`config.mk`:
```
export PLATFORM = sky130hd
export DESIGN_NAME = twcd_addr_split
export DESIGN_NICKNAME = d
export VERILOG_FILES = /design/src/twcd_pkg.sv /design/src/twcd_addr_split.sv
export SDC_FILE = /design/constraint.sdc
export NUM_CORES = 1
export LEC_CHECK = 0
export BUFFER_PORTS_ARGS = -buffer_cell sky130_fd_sc_hd__buf_2
export CORE_ASPECT_RATIO = 0.75
export CORE_MARGIN = 5
export CORE_UTILIZATION = 46
export DETAILED_ROUTE_END_ITERATION = 8
export GPL_ROUTABILITY_DRIVEN = 0
export PLACE_DENSITY = 0.76
export SLEW_MARGIN = 20
export SYNTH_ARGS = -nofsm -noshare
export SYNTH_HDL_FRONTEND = slang
export SYNTH_SLANG_ARGS = --single-unit
```
`constraint.sdc`:
```
create_clock -name vclk -period 4.5
set_clock_uncertainty 0.05 [all_clocks]
set_input_delay 0.225 -clock vclk [all_inputs]
set_output_delay 0.225 -clock vclk [all_outputs]
set_load 0.005 [all_outputs]
```
`src/twcd_pkg.sv`:
```
package twcd_pkg;

  localparam int MAX_SETS = 256;
  localparam int WAYS     = 2;

  localparam int ADDR_W   = 32;
  localparam int SET_W    = $clog2(MAX_SETS);
  localparam int OFF_W    = 12;
  localparam int TAG_W    = 26;
  localparam int ENTRY_W  = TAG_W + 1;
  localparam int CFG_W    = 4;
  localparam int WAY_W    = 1;

  // Register indexes of the configuration port.
  localparam logic [0:0] CFG_SET_INDEX_BITS   = 1'b0;
  localparam logic [0:0] CFG_LINE_OFFSET_BITS = 1'b1;

  localparam logic [CFG_W-1:0] IDX_BITS_RST = 4'd6;
  localparam logic [CFG_W-1:0] OFF_BITS_RST = 4'd8;
  localparam logic [CFG_W-1:0] IDX_BITS_MIN = 4'd1;
  localparam logic [CFG_W-1:0] IDX_BITS_MAX = CFG_W'(SET_W);
  localparam logic [CFG_W-1:0] OFF_BITS_MIN = 4'd5;
  localparam logic [CFG_W-1:0] OFF_BITS_MAX = 4'd12;

  localparam logic [ADDR_W-1:0]  FILL_MASK   = 32'hFFFF_FFE0;
  localparam logic [ENTRY_W-1:0] TAG_INVALID = {ENTRY_W{1'b1}};

  // One set of the directory: the most recent way and both stored tags.
  typedef struct packed {
    logic                           recent;
    logic [WAYS-1:0][ENTRY_W-1:0]   tags;
  } row_t;

  localparam row_t ROW_RESET = '{recent: 1'b0, tags: {WAYS{TAG_INVALID}}};

  // Address fields of one request.
  typedef struct packed {
    logic [SET_W-1:0]  set_index;
    logic [OFF_W-1:0]  line_offset;
    logic [TAG_W-1:0]  address_tag;
    logic [ADDR_W-1:0] fill_address;
    logic [ADDR_W-1:0] line_base;
  } fields_t;

  // Outcome of the tag compare and the updated set contents.
  typedef struct packed {
    logic             hit;
    logic [WAY_W-1:0] way;
    logic             recent_way;
    row_t             new_row;
  } lookup_t;

endpackage

```
`src/twcd_addr_split.sv`:
```
module twcd_addr_split (
  input  logic [twcd_pkg::ADDR_W-1:0] address,
  input  logic [twcd_pkg::CFG_W-1:0]  idx_bits,
  input  logic [twcd_pkg::CFG_W-1:0]  off_bits,
  output twcd_pkg::fields_t           fields
);

  logic [twcd_pkg::CFG_W-1:0]  ib;
  logic [twcd_pkg::CFG_W-1:0]  ob;
  logic [twcd_pkg::ADDR_W-1:0] off_mask;
  logic [twcd_pkg::ADDR_W-1:0] above_off;
  logic [twcd_pkg::ADDR_W-1:0] above_idx;
  logic [twcd_pkg::SET_W-1:0]  idx_mask;

  // Out-of-range widths saturate to the nearest legal width.
  always_comb begin
    if (idx_bits < twcd_pkg::IDX_BITS_MIN) begin
      ib = twcd_pkg::IDX_BITS_MIN;
    end else if (idx_bits > twcd_pkg::IDX_BITS_MAX) begin
      ib = twcd_pkg::IDX_BITS_MAX;
    end else begin
      ib = idx_bits;
    end
    if (off_bits < twcd_pkg::OFF_BITS_MIN) begin
      ob = twcd_pkg::OFF_BITS_MIN;
    end else if (off_bits > twcd_pkg::OFF_BITS_MAX) begin
      ob = twcd_pkg::OFF_BITS_MAX;
    end else begin
      ob = off_bits;
    end
  end

  assign off_mask  = ~({twcd_pkg::ADDR_W{1'b1}} << ob);
  assign above_off = address >> ob;
  assign above_idx = above_off >> ib;
  assign idx_mask  = ~({twcd_pkg::SET_W{1'b1}} << ib);

  always_comb begin
    fields.set_index    = above_off[twcd_pkg::SET_W-1:0] & idx_mask;
    fields.line_offset  = address[twcd_pkg::OFF_W-1:0] & off_mask[twcd_pkg::OFF_W-1:0];
    fields.address_tag  = above_idx[twcd_pkg::TAG_W-1:0];
    fields.fill_address = address & twcd_pkg::FILL_MASK;
    fields.line_base    = address & ~off_mask;
  end

endmodule

```
# [Yosys cells after proc, flatten, opt, wreduce, memory -nomap -nowiden]
# Index checks and enable logic that the tools add are counted.
[totals] reg_bits=0 latch_bits=0 mem_bits_rw=0 romBits=0 inputBits=40 output_inout_bits=110 word_cells=18 mem_count=0
[op_classes] n_addsub=0 multipliers=0 n_div=0 order_cmp=4 eq_ne=0 n_shift=4 muxes=4 bitwise=6 reduce_logical=0
[ops] cell="$not A32 Y32" n=2
[ops] cell="$and A32 B32 Y32" n=1
[ops] cell="$shl A32 B4 Y32 const A" n=1
[ops] cell="$shr A32 B4 Y26" n=1
[ops] cell="$shr A32 B4 Y32" n=1
[ops] cell="$mux W4" n=4
[ops] cell="$and A12 B12 Y12" n=1
[ops] cell="$and A8 B8 Y8" n=1
[ops] cell="$gt A4 B4 Y1 const B" n=2
[ops] cell="$not A8 Y8" n=1
[ops] cell="$shl A8 B4 Y8 const A" n=1
[ops] cell="$lt A4 B1 Y1 const B" n=1
[ops] cell="$lt A4 B3 Y1 const B" n=1

# [Longest topological paths before layout]
[depth] depth_word=7 ltp_mapped=12

# [Least setup slack after synthesis]
# OpenSTA, ideal clock, no wires.
[synth_timing] path_kind="in2out" from="in off_bits[2] (netlist name)" to="out fields[81] (netlist name)" arrival_ps=2388 t_required_ps=4225 setup_slack_ps=1837 stages=10 path_buffers=3 path_cell_list="buf_6 and2_1 buf_6 nor3_4 buf_6 mux4_2 nor3_2 a2111oi_4 mux4_2 o21a_1"
[synth_rtl] item="from (decl)" line_no="twcd_addr_split.sv:4" rtl="input logic [twcd_pkg::CFG_W-1:0] off_bits,"
[synth_rtl] item="to (decl)" line_no="twcd_addr_split.sv:5" rtl="output twcd_pkg::fields_t fields"

==> key figures <==
Worst setup path
  – Max FO, Critical Path: 31
  – Max stage delay on crit path: 0.74 ns
  – Slowest stage cell, crit path: and3b_1
  – Worst path required time: 4.22 ns
  – CP dominant cell by count: buf_2
  – Stages on the worst setup path: 10
  – WS Path Type: input port to output port
  – CP delay by family, top: compound AO/OA/AOI/OAI gates
  – Crit path buf inv count: 3
  – Critical-path cell list: buf_2 > and3b_1 > nor3_4 > buf_4 > mux4_2 > a211oi_1 > o21ai_0 > a41oi_1 > a32oi_1 > buf_2
  – WP data arrival: 3.54 ns
  – Critical Path Sink Type: output port
  – CP startpoint kind: input port

Timing
  – Slew headroom: 36.59%
  – Final setup fails: 0
  – Final Hold Viols: 0
  – Setup TNS: 0 ns
  – Final min period: 3.811 ns
  – Max Transition Viols Final: 0
  – Period utilization: 84.69%
  – RSZ-0062 raised after global routing: no
  – Fmax: 262.4 MHz
  – Worst slew pin tran: 0.9501 ns

Global routing
  – Met1 Resource Use GR: 40.01%
  – Top Usage Layer GRT: met2
  – GR Util All Layers: 27.49%
  – Grt total ovfl: 0
  – GR met3 Demand/Resource: 6.443%
  – Initial antenna violation count: 1
  – Vias in the first global route: 4,663
  – Largest net degree at the start of global routing: 52
  – Met2 Resource Use GR: 40.58%
  – Global-route wire length before repair: 24,610 microns

Worst hold path
  – Hold WC Path Type: input port to output port
  – HP Start: address[2]
  – Hold path depth: 0
  – Hold EP: fields[92]

Floorplanning
  – Chip Width: 116.9 microns
  – Initial core utilization: 46.82%
  – Row cnt: 29
  – Placeable Area: 0.008418 sq mm
  – # IOs: 150
  – Die height: 90.16 microns
  – Die Area: 0.01054 sq mm

Yosys
  – Top-count cell post-synth: nand2_1
  – Synth unique cells: 75
  – Area contributors post-synth: buf_4 10%, mux4_2 8.6%, nand2_1 5.5%, a21oi_1 5.1%, clkbuf_1 4.0%
  – Sequential fraction of the synthesis area: 0%
  – Post-synth top area share: 10.29%
  – Dominant cell type by area after synthesis: buf_4
  – Mean Syn Cell Area: 6.669 sq um
  – Cell Area, Synth: 0.003941 sq mm
  – Count of yosys warnings during synthesis: 0
  – Synth Instances: 591
  – Top cells by count, synth: 58 x nand2_1, 54 x buf_4, 42 x clkbuf_1, 40 x a21oi_1, 39 x nor2_1

Placed design
  – Placed Area: 0.004078 sq mm
  – IO buf count: 130
  – Hpwl dp: 11,420 microns

Cells and area
  – N_diodes: 0
  – Clock buffer count: 0
  – Register Area: 0 sq um
  – Synthesis-to-finish area growth: 3.460%
  – Final #Nets: 656
  – Num sequential: 0
  – Fraction of layout cells with a size suffix above 1: 28.50%
  – Core Util, Final: 48.44%
  – Fin area: 0.004078 sq mm

Power and ir drop
  – Pwr dens: 139.4 mW/mm^2
  – Combinational power share: 100.0%
  – Power share of the clock group: 0%
  – Max IR drop VDD: 0.05390 mV
  – Register share of total power: 0%
  – P_leak: 1.672 nW
  – Sw Share: 61.87%
  – Switch Pwr: 0.0003517 W
  – Cell Int Power: 0.0002168 W
  – Total power: 0.0005685 W

Detailed routing
  – Total wire length: 15,460 microns
  – Routed vias: 5,185
  – WL/cell: 21.41 microns
  – Routed Antenna Nets: 0
  – # DRC: 0
  – Drt pass-1 iters: 6
  – Drt initial violations: 860
  – DR vias/cell: 7.181

Job
  – Max_cap viols: 0

Clocking
  – Hold buffers post-CTS: 0
  – Post-CTS Setup Bufs: 0
  – Resize count post-CTS: 0

Outcome
  – Outcome: finished clean
## cells by family after synthesis
group,synth area share (%)
other,0.09515
buffers and inverters,20.19
muxes,12.16
AOI/OAI and AO/OA,40.41
and+or+nand+nor,26.70
xor gates and xnor gates,0.4445
## area by class of cell
cell class | count | area, sq um
fill | 869 | 4340
multi-input combinational | 463 | 3179
timing repair buffer | 139 | 718.2
tap | 108 | 135.1
inverter | 12 | 45.04
## cells in the final DEF (no fill, tap or decap), types with 4 or more instances in the layout
cell and n:
a32oi_1 7, nand3_1 19, a211oi_1 17, a221oi_1 8, o22ai_1 7, nor2_1 39
conb_1 10, and3_1 6, a31oi_1 8, a21oi_1 40, o211ai_1 17, nand2_1 58
and3b_1 4, buf_4 9, a22oi_1 4, and2_1 11, nor3_1 17, o31ai_1 20
nand4_1 15, o21ai_0 27, o2111ai_1 4, buf_2 130, inv_1 10, mux2i_1 13
o21a_1 7, o32ai_1 4, o221ai_1 12, nor2b_1 9, mux4_2 15, nand2b_1 7
or3_1 4
## power groups by stage
| stage | combinational (W) | clock, W | sequential [W] |
|---|---|---|---|
| 2_1_floorplan | 0.000413 | 0 | 0 |
| 3_3_place_gp | 0.000540 | 0 | 0 |
| 3_5_place_dp | 0.000550 | 0 | 0 |
| 4_1_cts | 0.000552 | 0 | 0 |
| 5_1_grt | 0.000615 | 0 | 0 |
| 6_report | 0.000569 | 0 | 0 |
## stage by stage
| stage | setup slack, ns | instances | hold slack (ns) |
|---|---|---|---|
| 4_1_cts | 0.7519 | 722 | 0.4000 |
| 3_3_place_gp | 0.7764 | 722 | 0.4000 |
| 3_5_place_dp | 0.7505 | 722 | 0.4000 |
| 5_1_grt | 0.4137 | 722 | 0.4000 |
| 2_1_floorplan | 1.837 | 600 | 0.4794 |
| 6_report | 0.6891 | 722 | 0.4000 |
## how the worst max path moves through the flow
stage,start,to
3_5_place_dp,off_bits[3],fields[68]
4_1_cts,off_bits[3],fields[68]
3_3_place_gp,off_bits[3],fields[68]
6_report,off_bits[1],fields[68]
2_1_floorplan,off_bits[2],fields[81]
5_1_grt,off_bits[3],fields[68]
## per-layer routing
layer,wire length (microns),share of wire (%)
met2,6446,42
met1,6107,40
met4,463,3.0
met5,48,0.31
met3,2392,15
Note: power is estimated with default switching activity, not from simulation.
