--- src/twcd_pkg.sv ---
package twcd_pkg;

  localparam int MAX_SETS = 256;
  localparam int WAYS     = 2;

  localparam int ADDR_W   = 32;
  localparam int SET_W    = $clog2(MAX_SETS);
  localparam int OFF_W    = 12;
  localparam int TAG_W    = 26;
  localparam int ENTRY_W  = TAG_W + 1;
  localparam int CFG_W    = 4;
  localparam int WAY_W    = 1;

  // Register indexes of the configuration port.
  localparam logic [0:0] CFG_SET_INDEX_BITS   = 1'b0;
  localparam logic [0:0] CFG_LINE_OFFSET_BITS = 1'b1;

  localparam logic [CFG_W-1:0] IDX_BITS_RST = 4'd6;
  localparam logic [CFG_W-1:0] OFF_BITS_RST = 4'd8;
  localparam logic [CFG_W-1:0] IDX_BITS_MIN = 4'd1;
  localparam logic [CFG_W-1:0] IDX_BITS_MAX = CFG_W'(SET_W);
  localparam logic [CFG_W-1:0] OFF_BITS_MIN = 4'd5;
  localparam logic [CFG_W-1:0] OFF_BITS_MAX = 4'd12;

  localparam logic [ADDR_W-1:0]  FILL_MASK   = 32'hFFFF_FFE0;
  localparam logic [ENTRY_W-1:0] TAG_INVALID = {ENTRY_W{1'b1}};

  // One set of the directory: the most recent way and both stored tags.
  typedef struct packed {
    logic                           recent;
    logic [WAYS-1:0][ENTRY_W-1:0]   tags;
  } row_t;

  localparam row_t ROW_RESET = '{recent: 1'b0, tags: {WAYS{TAG_INVALID}}};

  // Address fields of one request.
  typedef struct packed {
    logic [SET_W-1:0]  set_index;
    logic [OFF_W-1:0]  line_offset;
    logic [TAG_W-1:0]  address_tag;
    logic [ADDR_W-1:0] fill_address;
    logic [ADDR_W-1:0] line_base;
  } fields_t;

  // Outcome of the tag compare and the updated set contents.
  typedef struct packed {
    logic             hit;
    logic [WAY_W-1:0] way;
    logic             recent_way;
    row_t             new_row;
  } lookup_t;

endpackage

--- src/twcd_lookup.sv ---
module twcd_lookup (
  input  twcd_pkg::row_t             row,
  input  logic [twcd_pkg::TAG_W-1:0] address_tag,
  output twcd_pkg::lookup_t          result
);

  logic [twcd_pkg::ENTRY_W-1:0] tag_ext;
  logic                         match0;
  logic                         match1;

  assign tag_ext = {1'b0, address_tag};
  assign match0  = (row.tags[0] == tag_ext);
  assign match1  = (row.tags[1] == tag_ext);

  always_comb begin
    result.hit        = match0 | match1;
    result.recent_way = row.recent;
    // Way 1 wins when both match; on a miss the victim is the older way.
    if (match1) begin
      result.way = 1'b1;
    end else if (match0) begin
      result.way = 1'b0;
    end else begin
      result.way = ~row.recent;
    end
    result.new_row        = row;
    result.new_row.recent = result.way;
    if (!result.hit) begin
      result.new_row.tags[result.way] = tag_ext;
    end
  end

endmodule

--- config.mk ---
export PLATFORM = sky130hd
export DESIGN_NAME = twcd_lookup
export DESIGN_NICKNAME = d
export VERILOG_FILES = /design/src/twcd_pkg.sv /design/src/twcd_lookup.sv
export SDC_FILE = /design/constraint.sdc
export NUM_CORES = 1
export LEC_CHECK = 0
export ABC_AREA = 1
export BUFFER_PORTS_ARGS = -buffer_cell sky130_fd_sc_hd__buf_4
export CAP_MARGIN = 20
export CORE_ASPECT_RATIO = 1.5
export CORE_UTILIZATION = 35
export DETAILED_ROUTE_END_ITERATION = 8
export MAX_ROUTING_LAYER = met4
export PLACE_DENSITY = 0.78
export SLEW_MARGIN = 20
export SYNTH_ARGS = -nofsm -noshare
export SYNTH_HDL_FRONTEND = slang
export SYNTH_SLANG_ARGS = --single-unit
--- constraint.sdc ---
create_clock -name vclk -period 2.4
set_input_delay 0.36 -clock vclk [all_inputs]
set_output_delay 0.36 -clock vclk [all_outputs]
set_load 0.05 [all_outputs]
## Yosys cells after proc, flatten, opt, wreduce, memory -nomap -nowiden

Index checks and enable logic that the tools add are counted.

| word-level totals | value |
|---|---|
| input port bits | 81 |
| output and inout bits | 58 |
| flip-flop bits (word level) | 0 |
| word-level logic and storage cells | 13 |

| operators by class | value |
|---|---|
| muxes and demuxes | 6 |
| magnitude comparators | 2 |
| eq/ne operators | 2 |
| reduce and logical (&&, ||, !) cells | 1 |
| bitwise operators | 2 |

Operators by type and width:

| operator | count |
|---|---|
| bitwise mux 54 bit | 1 |
| == test 27 x 26 -> 1 bit | 2 |
| two-way mux 54 bit | 1 |
| demux 27 bit (select 1 bit) | 1 |
| two-way mux 27 bit | 1 |
| < comparator 1 x 2 -> 1 bit, second input constant | 1 |
| two-way mux 1 bit | 2 |
| greater-or-equal comparator 1 bit, second input constant | 1 |
| logical AND 1 bit | 1 |
| NOT 1 bit | 1 |
| OR 1 bit | 1 |

## Depth between registers and ports, before layout

Gate-level depths: netlist of the first run.

| depth | value |
|---|---|
| depth after elaboration | 9 |
| mapped depth | 13 |
| depth with buffers taken out | 12 |

## Worst setup path after synthesis of the first run

Ideal clock, no wire load.

| timing path | value |
|---|---|
| path kind | input to output |
| from | input address_tag[9] (netlist bit) |
| to | output result[26] (netlist bit) |
| arrival time | 2.143 ns |
| stages | 10 |
| data required time | 2.040 ns |
| setup slack | -0.103 ns |
| buffers on the path | 1 |
| cell sequence | inv_1 nand2_1 nand2_1 nand2_1 nor2_1 nand2_1 nor2_1 nand2_1 buf_2 a21boi_0 |

RTL lines:

| what | line | text |
|---|---|---|
| start: declaration | twcd_lookup.sv:3 | `input logic [twcd_pkg::TAG_W-1:0] address_tag,` |
| end: declaration | twcd_lookup.sv:4 | `output twcd_pkg::lookup_t result` |

==> results of run 1 <==
-- area by class of cell --
type               instances  area, sq um
fillers                  507         1580
inverters                 64          240
multi-input cells        369         1700
well taps                 68         85.1
repair buffers           198         1640
-- metal layers --
layer | part of all wire (%) | up-vias | track usage (%)
li1 | - | 1705 | -
met4 | 1.2 | 0 | 5.23
met3 | 5.2 | 8 | 0.616
met2 | 55 | 111 | 50.5
met5 | 0 | - | -
met1 | 38 | 1475 | 29.5
-- power groups by stage --
stage | logic [mW] | registers [mW] | clock network, mW
5_1_grt | 0.993 | 0 | 0
6_report | 0.930 | 0 | 0
3_5_place_dp | 0.872 | 0 | 0
3_3_place_gp | 0.863 | 0 | 0
2_1_floorplan | 0.495 | 0 | 0
4_1_cts | 0.880 | 0 | 0
-- logic make-up (layout without fill, tap and decap cells) --
group,Yosys count,in the layout
buffers and inverters,80,262
XOR/XNOR,18,18
AND/OR/NAND/NOR,345,347
AO/OA/AOI/OAI,4,4
-- how the worst min path moves through the flow --
stage	slack, ns	start	to
6_report	1.06	row[54]	result[55]
5_1_grt	1.06	row[54]	result[55]
4_1_cts	1.04	row[54]	result[55]
3_5_place_dp	1.02	row[54]	result[55]
3_3_place_gp	1.03	row[54]	result[55]
2_1_floorplan	0.89	row[54]	result[55]
-- cells in the final DEF, fill, tap and decap left out --
| master | synthesis | layout |
|---|---|---|
| inv_2 | 5 | 5 |
| nand3b_1 | 1 | 1 |
| o21bai_4 | 1 | 1 |
| xnor2_2 | 0 | 3 |
| buf_6 | 2 | 26 |
| nor2_2 | 1 | 7 |
| nand3_4 | 0 | 1 |
| nand4_1 | 3 | 3 |
| nand2_4 | 1 | 2 |
| buf_4 | 4 | 167 |
| a21boi_1 | 0 | 1 |
| nand3_1 | 60 | 59 |
| nor2_4 | 0 | 3 |
| buf_12 | 0 | 3 |
| buf_8 | 0 | 2 |
| nand2_2 | 0 | 3 |
| inv_1 | 59 | 59 |
| nand2_1 | 243 | 239 |
| nor2_1 | 35 | 27 |
| o21ai_0 | 1 | 1 |
| xnor2_1 | 18 | 15 |
| or2_2 | 1 | 1 |
| nand2_8 | 0 | 1 |
| a21oi_1 | 1 | 1 |
-- worst max-delay path: cells and delay by family --
kind / cells / cell delay [ns]
and+or+nand+nor: 8 / 0.87
buffers and inverters: 4 / 0.58
xor gates and xnor gates: 1 / 0.15
-- stage by stage --
stage / std cells / area [sq um]
6_report: 699 / 3660
5_1_grt: 699 / 3660
4_1_cts: 696 / 3440
3_5_place_dp: 696 / 3410
3_3_place_gp: 696 / 3410
2_1_floorplan: 447 / 1930
-- what timing repair did --
action                     in CTS  in global routing
pin swaps                       0                  7
resized for setup               6                 48
setup buffers                   0                  1
setup endpoints to repair      54                 54
gates cloned                    0                  2
==> impl_metrics.yaml, run 1 <==
cells_and_area:
  drive_above_1_share_pct: 35.7
  n_antenna_cell: 0
  area_growth_pct: 89.6
  seq_cells: 0
  seq_area_sq_um: 0
  clock_buffer_count: 0
  final_util_pct: 69.8
  fin_nets: 714
pwr:
  totalPowerFinal_mw: 0.930
  swShare_pct: 59.5
  internal-power_mw: 0.376
  p_seq_share_pct: 0
  power.switching_mw: 0.554
  p_leak_nw: 2.33
  p_comb_share_pct: 100.0
  p_per_area_mw_per_mm2: 254
  vdd_drop_max_mv: 0.143
  clkPwrFrac_pct: 0
worst_setup_path:
  setup.worst_path.end: "result[39]"
  slowest_delay_ns: 0.16
  end_kind: "output port"
  path_class: "input pin to output port"
  cpMostUsedCell: "nand2_1"
  startpoint_type: "input pin"
  cpMaxStageDelayCell: "nor2_2"
  crit_chain: "buf_4 > buf_4 > xnor2_1 > nand2_1 > nor2_2 > nand2_1 > nor2_2 > nand2_4 > nand3_4 > buf_8 > nand2_1 > nand2_1 > buf_6"
  worstPathArrival_ns: 1.97
  crit_required_ns: 2.04
  crit_start: "address_tag[7]"
  worstPathMaxFanout: 14
floorplan:
  dieWidth_um: 62.6
  core-area_sq_mm: 0.00525
  std_cell_rows: 32
  start_util_pct: 36.8
  die_area_sq_mm: 0.00582
  die_h_um: 93.0
  ioPinCount: 139
logic_synthesis:
  synth_top_area_cell: "nand2_1"
  synthAdderAreaFrac_pct: 0
  synth-xor-area-share_pct: 8.17
  synth_top_family_by_area: "simple AND/OR/NAND/NOR gates"
  synthMuxAreaShare_pct: 0
  netlist.area_leader.share_pct: 47.2
  netlist_area_sq_mm: 0.00193
  syn_inst: 447
  seq_area_frac_synth_pct: 0
  postSynthNetCount: 528
  synth_compound_area_share_pct: 1.88
  postSynthAreaPerCell_sq_um: 4.32
  synth_area_leaders: "nand2_1 47%, nand3_1 16%, inv_1 11%"
  yosys.area_share.simple_pct: 72.2
  synth_cell_types: 18
  ys_warn_count: 0
  synth.most_common_cell: "nand2_1"
  synth_top_cells_by_count: "243 x nand2_1, 60 x nand3_1, 59 x inv_1, 35 x nor2_1, 18 x xnor2_1"
hold_path:
  min_path_cells: 2
  holdCritPathClass: "input pin to output port"
timing:
  tns_ns: 0
  rsz0062_at_grt: "true"
  holdWs_ns: 1.06
  layout_min_cycle_time_ns: 2.33
  hold_viol: 0
  slew_violations: 0
  max-slew-margin-rel_pct: 74.1
  fin_ws_ns: 0.0695
  fmax_mhz: 429
  setup_viol: 0
  period_share_pct: 97.1
  tightestPinTransition_ns: 0.388
route:
  wl_per_cell_um: 11.7
  drtPass1Iterations: 5
  wl_mm: 8.19
  remaining_drc_errors: 0
  drtIter0Drc: 138
  via_per_inst: 4.72
  antenna_left: 0
  vias: 3299
global_routing:
  grt_max_degree: 41
  grt_pass1_vias: 2914
  grt_pass1_wl_mm: 12.4
  grt_overflow: 0
  grtUsageTotal_pct: 26.1
  antenna_found_initial: 0
placement:
  routabilityCongestion: 1.01
  dpl.hpwl_mm: 6.40
  numPortBuffers: 139
  place_ws_ns: -0.254
run_status:
  status: "finished clean"
cts:
  ctsHoldBuffers: 0
run:
  maxCapViolations: 0
Power figures use the tool's default switching activity.
==> run 2, diff against run 1 <==
--- a/config.mk
+++ b/config.mk
@@ -12,7 +12,7 @@
 export CORE_UTILIZATION = 35
 export DETAILED_ROUTE_END_ITERATION = 8
 export MAX_ROUTING_LAYER = met4
-export PLACE_DENSITY = 0.78
+export PLACE_DENSITY = 0.7
 export SLEW_MARGIN = 20
 export SYNTH_ARGS = -nofsm -noshare
 export SYNTH_HDL_FRONTEND = slang
==> impl_metrics.yaml, run 2 (synthesis results as in run 1) <==
run_status:
  status: "finished clean"
route:
  drtPass1Iterations: 4
  wl_per_cell_um: 11.6
  remaining_drc_errors: 0
  vias: 3280
  via_per_inst: 4.69
  wl_mm: 8.13
  drtIter0Drc: 152
  antenna_left: 0
pwr:
  p_seq_share_pct: 0
  vdd_drop_max_mv: 0.140
  p_comb_share_pct: 100.0
  p_per_area_mw_per_mm2: 252
  power.switching_mw: 0.547
  clkPwrFrac_pct: 0
  internal-power_mw: 0.366
  p_leak_nw: 2.33
  swShare_pct: 59.9
global_routing:
  grt_pass1_vias: 2948
  grt_max_degree: 41
  grt_pass1_wl_mm: 12.4
  antenna_found_initial: 0
  grtUsageTotal_pct: 26.3
  grt_overflow: 0
timing:
  fmax_mhz: 425
  tightestPinTransition_ns: 0.418
  period_share_pct: 98.0
  max-slew-margin-rel_pct: 72.0
  hold_viol: 0
  holdWs_ns: 1.06
  slew_violations: 0
  layout_min_cycle_time_ns: 2.35
  rsz0062_at_grt: "true"
  setup_viol: 0
cells_and_area:
  layout.cells.most_common: "nand2_1"
  fin_nets: 714
  area_growth_pct: 87.6
  seq_cells: 0
  drive_above_1_share_pct: 35.5
  fillers: 570
  n_antenna_cell: 0
  clock_buffer_count: 0
  seq_area_sq_um: 0
  final_cell_mix: "240 x nand2_1, 180 x buf_4, 59 x inv_1, 59 x nand3_1, 31 x nor2_1"
  design_area_sq_mm: 0.00362
cts:
  ctsHoldBuffers: 0
floorplan:
  std_cell_rows: 32
  die_h_um: 93.0
  start_util_pct: 36.8
  die_area_sq_mm: 0.00582
  dieWidth_um: 62.6
  ioPinCount: 139
  core-area_sq_mm: 0.00525
placement:
  dpl.hpwl_mm: 6.42
  dpl-instance-area_sq_mm: 0.00339
  routabilityCongestion: 0.921
  numPortBuffers: 139
worst_setup_path:
  crit_buf_inv: 5
  critPathTopFamily: "buffers and inverters"
  slowest_delay_ns: 0.19
  worstPathMaxFanout: 8
  path_class: "input pin to output port"
  worstPathArrival_ns: 1.99
  end_kind: "output port"
  startpoint_type: "input pin"
  cpMaxStageDelayCell: "buf_4"
  crit_required_ns: 2.04
  crit_chain: "buf_4 > nand2_1 > nand2_1 > nor2_1 > nand2_1 > nor2_1 > nand2_1 > buf_4 > o21bai_4 > buf_12 > buf_4 > nand3_1 > nand2_1 > buf_4"
  cpMostUsedCell: "nand2_1"
hold_path:
  holdCritPathClass: "input pin to output port"
run:
  maxCapViolations: 0
## run 2: changes by cell type in the layout (fill, tap and decap cells not counted), moves of 3 or more
cell,before,now
xnor2_2,3,6
buf_6,26,14
buf_4,167,180
nor2_1,27,31
xnor2_1,15,12
nor2_2,7,3
## run 2: timing repair
| item | in CTS | in global routing |
|---|---|---|
| cloned | 0 | 2 |
| endpoints found under the hold margin | 0 | 0 |
| setup buffers | 0 | 2 |
| gates resized for setup | 10 | 32 |
| setup endpoints to repair | 56 | 56 |
| pin swaps | 1 | 5 |
## run 2: worst paths after layout
| check | start | to | slack (ns) | depth (start not counted) |
|---|---|---|---|---|
| worst max-delay path | address_tag[9] | result[1] | 0.05 | 14 |
| worst min-delay path | row[54] | result[55] | 1.06 | 2 |
## run 2: cell type report
type	count	area (sq um)	share of cell area (%)
well taps	68	85.1	2.35
multi-input cells	369	1710	47.3
inverters	64	240	6.63
repair buffers	198	1580	43.7
## run 2: routing by layer
metal,share of wire (%),global-route usage (%)
met3,4.9,1.72
met2,55,51.8
met1,39,28.0
met5,0,-
met4,1.5,6.01
## run 2: metrics by stage
stage / total power, mW / worst slack (ns) / setup TNS [ns] / util [%] / instances
after floorplan: 0.495 / 0.0171 / 0 / - / 447
after global placement: 0.858 / -0.210 / -8.34 / 64.6 / 695
after detailed placement: 0.864 / -0.267 / -8.21 / 64.6 / 695
after CTS: 0.872 / 0.00835 / 0 / 65.5 / 695
after global routing: 0.978 / -0.0330 / -0.307 / 69.1 / 699
final: 0.913 / 0.0473 / 0 / 69.1 / 699
## run 2: power groups by stage
| stage | Clock [mW] | Sequential, mW | Combinational, mW |
|---|---|---|---|
| finish | 0 | 0 | 0.913 |
| global placement | 0 | 0 | 0.858 |
| floorplan | 0 | 0 | 0.495 |
| global route | 0 | 0 | 0.978 |
| CTS | 0 | 0 | 0.872 |
| detailed placement | 0 | 0 | 0.864 |
==> run 3, diff against run 2 <==
--- a/config.mk
+++ b/config.mk
@@ -8,7 +8,6 @@
 export ABC_AREA = 1
 export BUFFER_PORTS_ARGS = -buffer_cell sky130_fd_sc_hd__buf_4
 export CAP_MARGIN = 20
-export CORE_ASPECT_RATIO = 1.5
 export CORE_UTILIZATION = 35
 export DETAILED_ROUTE_END_ITERATION = 8
 export MAX_ROUTING_LAYER = met4
==> impl_metrics.yaml, run 3 (synthesis results as in run 1) <==
worst_setup_path:
  crit_chain: "buf_4 > buf_4 > xnor2_2 > nand2_1 > nor2_2 > nand2_1 > nor2_2 > nand2_4 > nand3_4 > clkbuf_16 > nand2_1 > nand2_1 > buf_4"
  crit_start: "address_tag[22]"
  setup.worst_path.end: "result[50]"
  worstPathArrival_ns: 1.99
  end_kind: "output port"
  path_class: "input pin to output port"
  critical_path_depth: 13
  slowest_delay_ns: 0.19
  worstPathMaxFanout: 7
  startpoint_type: "input pin"
  crit_buf_inv: 4
  critPathTopFamily: "simple AND/OR/NAND/NOR gates"
  cpMostUsedCell: "nand2_1"
  crit_required_ns: 2.04
  cpMaxStageDelayCell: "buf_4"
timing:
  tightestPinTransition_ns: 0.451
  period_share_pct: 98.0
  fin_ws_ns: 0.0486
  layout_min_cycle_time_ns: 2.35
  setup_viol: 0
  tns_ns: 0
  hold_viol: 0
  fmax_mhz: 425
  holdWs_ns: 1.06
  max-slew-margin-rel_pct: 69.9
  slew_violations: 0
run_status:
  status: "finished clean"
cells_and_area:
  n_antenna_cell: 0
  seq_cells: 0
  multiInputGateArea_sq_mm: 0.00178
  fin_nets: 712
  clock_buffer_count: 0
  final_cell_mix: "238 x nand2_1, 160 x buf_4, 59 x inv_1, 57 x nand3_1, 30 x buf_6"
  area_growth_pct: 95.1
  seq_area_sq_um: 0
  fillers: 487
  layout.cells.most_common: "nand2_1"
  drive_above_1_share_pct: 36.9
  final_util_pct: 72.4
pwr:
  power.switching_mw: 0.563
  vdd_drop_max_mv: 0.148
  clkPwrFrac_pct: 0
  p_per_area_mw_per_mm2: 252
  swShare_pct: 59.4
  internal-power_mw: 0.385
  p_leak_nw: 2.39
  p_comb_share_pct: 100.0
  p_seq_share_pct: 0
route:
  wl_mm: 8.56
  via_per_inst: 4.78
  antenna_left: 0
  remaining_drc_errors: 0
  drtIter0Drc: 163
  vias: 3339
  wl_per_cell_um: 12.2
  drtPass1Iterations: 5
placement:
  dpl.hpwl_mm: 6.21
  routabilityCongestion: 0.892
  numPortBuffers: 139
  place_ws_ns: -0.375
global_routing:
  grt_pass1_wl_mm: 12.1
  antenna_found_initial: 0
  grt_use_met1_pct: 32.4
  grt_pass1_vias: 2823
  grtUsageMet2_pct: 44.8
  top_usage_layer: "met2"
  grt_max_degree: 31
  grt_overflow: 0
  use_met3_pct: 1.08
  grtUsageTotal_pct: 25.0
floorplan:
  die_area_sq_mm: 0.00582
  core-area_sq_mm: 0.00520
  std_cell_rows: 26
  die_h_um: 76.3
  ioPinCount: 139
  start_util_pct: 37.1
  dieWidth_um: 76.3
hold_path:
  holdCritPathClass: "input pin to output port"
run:
  maxCapViolations: 0
cts:
  ctsHoldBuffers: 0
-- run 3: power groups by stage --
stage	Combinational, mW	Clock [mW]	Sequential [mW]
after global routing	1.01	0	0
after floorplan	0.495	0	0
after CTS	0.875	0	0
final	0.948	0	0
after global placement	0.864	0	0
after detailed placement	0.870	0	0
-- run 3: worst min-delay path by stage --
stage	startpoint	slack, ns	to	cells past startpoint
final	row[54]	1.06	result[55]	2
after floorplan	row[54]	0.89	result[55]	1
after detailed placement	row[54]	1.03	result[55]	2
after global placement	row[54]	1.03	result[55]	2
after CTS	row[54]	1.04	result[55]	2
after global routing	row[54]	1.07	result[55]	2
-- run 3: per-stage QoR --
stage,cells,power [mW],instance area [sq um]
final,699,0.948,3770
after global routing,699,1.01,3770
after CTS,699,0.875,3440
after global placement,699,0.864,3420
after detailed placement,699,0.870,3420
after floorplan,447,0.495,1930
-- run 3: final cells by class --
class,instances,area share [%]
repair buffers,196,44.2
inverters,64,6.38
well taps,70,2.32
multi-input cells,369,47.1
-- run 3: repair_timing --
action,CTS,global route
pin swaps,0,25
gates resized for setup,3,60
endpoints found under the setup margin,26,54
setup buffers,0,3
gates cloned,0,4
-- run 3: routing by layer --
metal  vias up  routed length [um]
met4         0                  63
met5         -                   0
met1      1469                3730
li1       1708                   -
met3         8                 612
met2       154                4160
